## config.mk

```make
export PLATFORM = sky130hd
export DESIGN_NAME = iambic_paddle_keyer_unit
export DESIGN_NICKNAME = d
export VERILOG_FILES = /design/src/rtl/ipk_pkg.sv /design/src/rtl/ipk_mode.sv /design/src/rtl/ipk_core.sv /design/src/rtl/iambic_paddle_keyer_unit.sv
export SDC_FILE = /design/constraint.sdc
export NUM_CORES = 1
export LEC_CHECK = 0
export BUFFER_PORTS_ARGS = -buffer_cell sky130_fd_sc_hd__buf_2
export CELL_PAD_IN_SITES_DETAIL_PLACEMENT = 1
export CELL_PAD_IN_SITES_GLOBAL_PLACEMENT = 1
export CORE_ASPECT_RATIO = 2
export CORE_MARGIN = 3
export CORE_UTILIZATION = 49
export DETAILED_ROUTE_END_ITERATION = 6
export GPL_TIMING_DRIVEN = 1
export PLACE_DENSITY = 0.84
export SKIP_LAST_GASP = 1
export SYNTH_ARGS = -nofsm -noshare
export SYNTH_HDL_FRONTEND = slang
export SYNTH_SLANG_ARGS = --single-unit
```

## constraint.sdc

```tcl
create_clock -name clk -period 5.3 [get_ports clk]
set_clock_uncertainty 0.2 [all_clocks]
set_input_delay 0 -clock clk [delete_from_list [all_inputs] [get_ports clk]]
set_output_delay 0 -clock clk [all_outputs]
set_load 0.005 [all_outputs]
```

## src/rtl/ipk_pkg.sv

```systemverilog
// Package for the iambic paddle keyer: types, register indexes and widths.
// No dependencies.
`default_nettype none

package ipk_pkg;

	localparam int TIME_W = 32;
	localparam int LEN_W  = 16;
	localparam int HOLD_W = LEN_W + 1;
	localparam int CMP_W  = (TIME_W > HOLD_W) ? TIME_W : HOLD_W;
	localparam int IDX_W  = 3;

	localparam logic [IDX_W-1:0] REG_DOT_LENGTH     = 3'd0;
	localparam logic [IDX_W-1:0] REG_DASH_LENGTH    = 3'd1;
	localparam logic [IDX_W-1:0] REG_GAP_LENGTH     = 3'd2;
	localparam logic [IDX_W-1:0] REG_SWAP_PADDLES   = 3'd3;
	localparam logic [IDX_W-1:0] REG_OUT_ACTIVE_LOW = 3'd4;

	typedef enum logic [2:0] {
		MODE_OFF    = 3'd0,
		MODE_ON     = 3'd1,
		MODE_DOTS   = 3'd2,
		MODE_DASHES = 3'd3,
		MODE_INTER  = 3'd4
	} mode_t;

	typedef enum logic [1:0] {
		EL_MANUAL = 2'd0,
		EL_DOT    = 2'd1,
		EL_DASH   = 2'd2,
		EL_NONE   = 2'd3
	} elem_t;

	typedef struct packed {
		logic [LEN_W-1:0] dot_length;
		logic [LEN_W-1:0] dash_length;
		logic [LEN_W-1:0] gap_length;
		logic             swap_paddles;
		logic             out_active_low;
	} cfg_t;

	typedef struct packed {
		logic              operation;
		logic [TIME_W-1:0] now;
		logic              straight_down;
		logic              left_down;
		logic              right_down;
	} item_t;

endpackage

`default_nettype wire

```

## src/rtl/ipk_mode.sv

```systemverilog
// Mode selection from the key and paddle levels, by priority.
// Depends on ipk_pkg.
`default_nettype none

module ipk_mode (
	input  wire logic           straight_down,
	input  wire logic           left_down,
	input  wire logic           right_down,
	input  wire logic           swap_paddles,
	output ipk_pkg::mode_t      mode
);
	import ipk_pkg::*;

	logic dot_p;
	logic dash_p;

	assign dot_p  = swap_paddles ? right_down : left_down;
	assign dash_p = swap_paddles ? left_down : right_down;

	always_comb begin
		priority if (straight_down) begin
			mode = MODE_ON;
		end else if (left_down && right_down) begin
			mode = MODE_INTER;
		end else if (dot_p) begin
			mode = MODE_DOTS;
		end else if (dash_p) begin
			mode = MODE_DASHES;
		end else begin
			mode = MODE_OFF;
		end
	end

endmodule

`default_nettype wire

```

## src/rtl/ipk_core.sv

```systemverilog
// Keyer state and its single-pass update for one beat.
// Depends on ipk_pkg and ipk_mode.
`default_nettype none

module ipk_core (
	input  wire logic           clk,
	input  wire logic           arst_n,
	input  wire logic           step,
	input  wire ipk_pkg::item_t item,
	input  wire ipk_pkg::cfg_t  cfg,
	output logic                key_next,
	output ipk_pkg::mode_t      mode_next
);
	import ipk_pkg::*;

	logic              keyed_q, keyed_n;
	logic              panic_q, panic_n;
	mode_t             mode_q, mode_n;
	elem_t             last_q, last_n;
	logic [TIME_W-1:0] start_q, start_n;
	logic [HOLD_W-1:0] hold_q, hold_n;
	logic [HOLD_W-1:0] lock_q, lock_n;

	mode_t             sel_mode;
	logic              changed;
	logic              panic_eff;
	logic [TIME_W-1:0] el;
	logic [CMP_W-1:0]  el_x;
	logic              hold_past;
	logic              lock_past;
	elem_t             new_el;
	logic [HOLD_W-1:0] new_hold;

	ipk_mode u_mode (
		.straight_down (item.straight_down),
		.left_down     (item.left_down),
		.right_down    (item.right_down),
		.swap_paddles  (cfg.swap_paddles),
		.mode          (sel_mode)
	);

	assign changed   = (sel_mode != mode_q);
	assign panic_eff = panic_q && !changed;
	assign el        = item.now - start_q;
	assign el_x      = CMP_W'(el);
	assign hold_past = el_x > CMP_W'(hold_q);
	assign lock_past = el_x > CMP_W'(lock_q);

	always_comb begin
		unique case (sel_mode)
			MODE_DOTS:   new_el = EL_DOT;
			MODE_DASHES: new_el = EL_DASH;
			default:     new_el = (last_q == EL_DOT) ? EL_DASH : EL_DOT;
		endcase
		new_hold = (new_el == EL_DOT) ? HOLD_W'(cfg.dot_length) : HOLD_W'(cfg.dash_length);
	end

	// next state
	always_comb begin
		keyed_n = keyed_q;
		panic_n = panic_q;
		mode_n  = mode_q;
		last_n  = last_q;
		start_n = start_q;
		hold_n  = hold_q;
		lock_n  = lock_q;
		if (item.operation) begin
			panic_n = 1'b1;
			keyed_n = 1'b0;
		end else begin
			mode_n  = sel_mode;
			panic_n = panic_eff;
			unique case (sel_mode)
				MODE_OFF: begin
					if (keyed_q && (hold_q == '0 || hold_past)) begin
						keyed_n = 1'b0;
					end
					if (last_q != EL_NONE && (lock_q == '0 || lock_past)) begin
						last_n  = EL_NONE;
						start_n = '0;
						hold_n  = '0;
						lock_n  = '0;
					end
				end
				MODE_ON: begin
					if (!panic_eff && (changed || !keyed_q)) begin
						keyed_n = 1'b1;
						last_n  = EL_MANUAL;
						start_n = item.now;
						hold_n  = '0;
						lock_n  = '0;
					end
				end
				default: begin
					if (!panic_eff && (last_q == EL_NONE || lock_past) && !keyed_q) begin
						keyed_n = 1'b1;
						last_n  = new_el;
						start_n = item.now;
						hold_n  = new_hold;
						lock_n  = new_hold + HOLD_W'(cfg.gap_length);
					end else if (keyed_q && hold_past) begin
						keyed_n = 1'b0;
					end
				end
			endcase
		end
	end

	// outputs
	always_comb begin
		key_next  = keyed_n;
		mode_next = mode_n;
	end

	always_ff @(posedge clk or negedge arst_n) begin
		if (!arst_n) begin
			keyed_q <= 1'b0;
			panic_q <= 1'b0;
			mode_q  <= MODE_OFF;
			last_q  <= EL_NONE;
			start_q <= '0;
			hold_q  <= '0;
			lock_q  <= '0;
		end else if (step) begin
			keyed_q <= keyed_n;
			panic_q <= panic_n;
			mode_q  <= mode_n;
			last_q  <= last_n;
			start_q <= start_n;
			hold_q  <= hold_n;
			lock_q  <= lock_n;
		end
	end

endmodule

`default_nettype wire

```

## src/rtl/iambic_paddle_keyer_unit.sv

```systemverilog
// Top level of the iambic paddle keyer: register file, input and result stages.
// Depends on ipk_pkg and ipk_core.
`default_nettype none

// Takes one beat per clock while in_stall is low: a time tick with key levels, or a
// panic event. Each beat yields exactly one result beat (key state, pin level, mode),
// registered first in the input register and then in the result register, where it
// holds while out_stall is high. Throughput is one beat per cycle when the output
// side does not stall, set by the keyer state update, which is combinational between
// the input register and the result register. Write the configuration registers
// only while no beat is in flight.
module iambic_paddle_keyer_unit (
	input  wire logic                        clk,
	input  wire logic                        arst_n,
	input  wire logic                        cfg_we,
	input  wire logic [ipk_pkg::IDX_W-1:0]   cfg_index,
	input  wire logic [ipk_pkg::LEN_W-1:0]   cfg_data,
	input  wire logic                        in_valid,
	output logic                             in_stall,
	input  wire logic                        operation,
	input  wire logic [ipk_pkg::TIME_W-1:0]  now,
	input  wire logic                        straight_down,
	input  wire logic                        left_down,
	input  wire logic                        right_down,
	output logic                             out_valid,
	input  wire logic                        out_stall,
	output logic                             key_active,
	output logic                             pin_level,
	output logic [2:0]                       mode_now
);
	import ipk_pkg::*;

	cfg_t  cfg_q;
	logic  valid_s1;
	item_t item_s1;
	logic  advance;
	logic  key_next;
	mode_t mode_next;
	logic  valid_s2;
	logic  key_s2;
	logic  pin_s2;
	mode_t mode_s2;

	always_ff @(posedge clk or negedge arst_n) begin
		if (!arst_n) begin
			cfg_q <= '0;
		end else if (cfg_we) begin
			unique case (cfg_index)
				REG_DOT_LENGTH:     cfg_q.dot_length     <= cfg_data;
				REG_DASH_LENGTH:    cfg_q.dash_length    <= cfg_data;
				REG_GAP_LENGTH:     cfg_q.gap_length     <= cfg_data;
				REG_SWAP_PADDLES:   cfg_q.swap_paddles   <= cfg_data[0];
				REG_OUT_ACTIVE_LOW: cfg_q.out_active_low <= cfg_data[0];
				default: ;
			endcase
		end
	end

	assign advance  = !valid_s2 || !out_stall;
	assign in_stall = valid_s1 && !advance;

	// input stage
	always_ff @(posedge clk or negedge arst_n) begin
		if (!arst_n) begin
			valid_s1 <= 1'b0;
		end else if (!in_stall) begin
			valid_s1 <= in_valid;
		end
	end

	always_ff @(posedge clk) begin
		if (in_valid && !in_stall) begin
			item_s1 <= '{operation: operation, now: now, straight_down: straight_down,
				left_down: left_down, right_down: right_down};
		end
	end

	ipk_core u_core (
		.clk       (clk),
		.arst_n    (arst_n),
		.step      (valid_s1 && advance),
		.item      (item_s1),
		.cfg       (cfg_q),
		.key_next  (key_next),
		.mode_next (mode_next)
	);

	// result stage
	always_ff @(posedge clk or negedge arst_n) begin
		if (!arst_n) begin
			valid_s2 <= 1'b0;
		end else if (advance) begin
			valid_s2 <= valid_s1;
		end
	end

	always_ff @(posedge clk) begin
		if (valid_s1 && advance) begin
			key_s2  <= key_next;
			pin_s2  <= key_next ^ cfg_q.out_active_low;
			mode_s2 <= mode_next;
		end
	end

	assign out_valid  = valid_s2;
	assign key_active = key_s2;
	assign pin_level  = pin_s2;
	assign mode_now   = mode_s2;

endmodule

`default_nettype wire

```

==> flow_summary.json <==
{
  "tritoncts_clock_tree": "built",
  "final_layout_size_suffix_gt1_frac": 0.166,
  "layout.cell_area.non_filler_um2": 12100,
  "hold_class": "in2async",
  "timing.final.setup_violations": 0,
  "final_critical_path_setup_slack_ns": 0.279,
  "design.final.nets": 1277,
  "crit_slowest_cell": "a2111oi_0",
  "cp_max_fo": 38,
  "p_leak_nw": 5.66,
  "grt.overflow.total": 0,
  "placedCellCount": 1321,
  "critPathCaptureType": "flip-flop",
  "final-hold-violation-count": 0,
  "power_density_nw_per_um2": 533,
  "timing.final.crit_share": 0.947,
  "grt_first_pass_wirelength_um": 49400,
  "library_cell_with_the_largest_summed_area_after_synthesis": "dfrtp_1",
  "critPathTopFamily": "compound AO/OA/AOI/OAI gates",
  "period_minus_slack_ns": 5.02,
  "cp_num_buf_inv": 2,
  "arrival_ns": 5.15,
  "cp_startpoint_kind": "flip-flop",
  "yosysMostFrequentCell": "dfrtp_1",
  "cts.path.max_buffers": 2,
  "worstMarginPinSlew_ns": 1.07,
  "route.final.wire_length_um": 30600,
  "max_cap_viol_count": 0,
  "start_util": 0.500,
  "area_after_dpl_um2": 10900,
  "grt_util_all_layers": 0.284,
  "detail_route.wl_per_cell_um": 21.7,
  "yosysSeqAreaShare": 0.422,
  "required_ns": 5.43,
  "synthFlopType": "dfrtp_1",
  "critical-path-top-cell-by-count": "a21oi_1",
  "layoutNonFillerInstCount": 1413,
  "number_of_buffers_inserted_during_clock_tree_synthesis": 17,
  "route.antenna.remaining_nets": 0,
  "synth_cell_types": 72,
  "die_width_um": 108,
  "crit_path_cell_trace": "inv_1 -> ha_1 -> nor2b_1 -> o31a_1 -> o21ai_0 -> nand2_1 -> a21o_1 -> a21oi_1 -> xnor2_1 -> ha_1 -> a21oi_1 -> nor2_1 -> a2111oi_0 -> a21oi_1 -> nor3_1 -> o21ai_0 -> o31ai_4 -> buf_12 -> mux2_1",
  "path_class": "reg2reg",
  "yosys.area.top_type_share": 0.297,
  "pin_count_of_the_biggest_net_entering_global_routing": 78,
  "setup_slack_placement_ns": 0.298,
  "timing.slew.headroom": 0.286,
  "clock_latency_ns": 0.45,
  "gpl.final_weighted_congestion": 0.978,
  "slowest_delay_ns": 0.40,
  "cts_root_buf": "clkbuf_16",
  "antenna-diode-count": 0,
  "synth-warning-count": 0,
  "vias_in_the_first_global_route": 9600,
  "clock_sink_count": 165,
  "setup_total_negative_slack_ns": 0,
  "count_of_mapped_cells_out_of_synthesis": 1014,
  "syn-mean-instance-area_um2": 10.1,
  "design.core.area_um2": 20600,
  "synth.ff_latch_count": 165,
  "ys_async_sr_fraction": 0.752,
  "drt_iter0_drc": 319,
  "outcome": "finished clean",
  "flow.area_growth_from_synthesis_pct": 17.4,
  "rows": 74,
  "layout.core_utilization": 0.588,
  "route.detailed.vias_per_inst": 5.91,
  "peakVddDrop_mv": 0.297,
  "chipHeight_um": 211,
  "place.port_buffers": 66,
  "synthTopCellsByArea": "dfrtp_1 30%, edfxtp_1 12%, ha_1 9.9%",
  "num_io_pins": 67,
  "clk_pin_slew_worst_paths_ns": 0.06,
  "synth_enable_flop_cells": 41,
  "synth.cell_area_um2": 10300,
  "detailed_place_hpwl_um": 22900,
  "die_footprint_um2": 22900,
  "detailedRoute.firstPassIterationCount": 5,
  "synth_cell_count_leaders": "122 x dfrtp_1, 117 x nand2_1, 87 x inv_1",
  "grt_setup_unrepaired": "false",
  "remaining_drc_errors": 0,
  "synth_fp_nets": 1157,
  "clock_tree.htree_level_count": 4,
  "timing_max_transition_violations_final": 0,
  "maxClockFrequency_mhz": 199,
  "antenna_violations_before_repair": 0,
  "via_count_of_the_routed_design": 8350
}
==> stage by stage <==
stage / total power (W) / hold slack [ns]
detailed placement: 0.00515 / -0.0216
global placement: 0.00496 / -0.0226
floorplan: 0.00412 / -0.496
finish: 0.00644 / 0.0424
CTS: 0.00643 / 0.0321
global route: 0.00692 / 0.0496
==> worst register-to-register path: cells and delay by family, from the launching register on <==
family	cells	cell delay, ns
flops	1	0.39
fa+ha+maj	2	0.59
simple gates	4	0.54
compound gates	9	2.19
xor+xnor	1	0.20
mux	1	0.41
buf+inv	2	0.37
==> metal layers <==
| metal | up-vias | part of all wire | GRT usage |
|---|---|---|---|
| met1 | 4186 | 0.33 | 0.260 |
| met3 | 100 | 0.026 | 0.0483 |
| met2 | 180 | 0.57 | 0.545 |
| met4 | 0 | 0.073 | 0.195 |
| li1 | 3884 | - | - |
| met5 | - | 0 | 0 |
==> placed cells by master (no fill, tap or decap), drive strengths merged, types with 3 or more instances in the layout <==
cell type | Yosys | layout
buf | 10 | 78
nor4 | 13 | 13
o41ai | 3 | 3
nor4b | 4 | 4
mux2i | 63 | 63
or2 | 3 | 3
o21a | 12 | 12
inv | 87 | 87
nor2b | 7 | 7
a31oi | 5 | 5
edfxtp | 41 | 41
ha | 81 | 81
o31ai | 6 | 6
clkinv | 0 | 7
dlygate4sd3 | 0 | 60
nand4 | 23 | 23
o21ai | 41 | 41
nand2 | 117 | 117
o21bai | 6 | 6
or3 | 8 | 8
nor2 | 43 | 43
a21oi | 56 | 56
clkbuf | 27 | 21
xnor2 | 18 | 18
mux2 | 74 | 74
o211ai | 7 | 7
dfrtp | 122 | 122
nand3 | 9 | 9
a21o | 21 | 21
and2 | 7 | 7
a211oi | 11 | 11
xor2 | 15 | 15
nor3 | 15 | 15
a211o | 4 | 4
a2111oi | 5 | 5
nand2b | 11 | 11
==> final cells by class <==
cell class | instances | area, um^2
clock buffer | 21 | 440
clock inverter | 11 | 111
fill | 2279 | 8470
inverter | 87 | 327
multi-input combinational | 725 | 5490
sequential | 165 | 4340
tap | 266 | 333
timing repair buffer | 138 | 1040
==> kinds of logic after synthesis <==
kind of cell               Yosys count  share of synthesized area
AOI/OAI and AO/OA                  201                      0.130
muxes                              137                      0.142
xor gates and xnor gates            33                     0.0281
and+or+nand+nor                    271                      0.127
buffers and inverters              124                     0.0484
adders and majority gates           83                      0.102
DFF                                165                      0.422
==> sequential cells by signal, indices dropped and copies added, names as in the netlist <==
name and count:
u_core.lock_q 17, out_valid 1, mode_now 3, pin_level 1
u_core.panic_q 1, valid_s1 1, key_active 1, u_core.hold_q 16
u_core.mode_q 3, u_core.start_q 32, item_s1 36, u_core.last_q 2
cfg_q 50, u_core.keyed_q 1
==> path summary, 6_finish.rpt <==
kind	start	slack [ns]	cells past startpoint	end
max in group asynchronous	arst_n	3.62	3	cfg_q[16]
hold / removal	arst_n	0.04	2	out_valid
setup / recovery	u_core.start_q[1]	0.28	19	u_core.lock_q[15]
setup reg to reg	u_core.start_q[1]	0.28	19	u_core.lock_q[15]
hold reg to reg	cfg_q[31]	0.30	1	cfg_q[31]
min in group clk	now[27]	0.06	2	item_s1[30]
==> power breakdown <==
part	internal, W	switching, W	leakage, nW
logic	0.00138	0.00204	3.47
clock network	0.000686	0.000518	0.266
registers	0.00162	0.000190	1.92
==> timing repair <==
action	in CTS	in global routing
setup endpoints to repair	0	30
hold buffers	60	0
hold endpoints to repair	164	0
gates resized for setup	0	2
setup buffers	0	0
No activity file was read; power rests on OpenSTA's default activity.
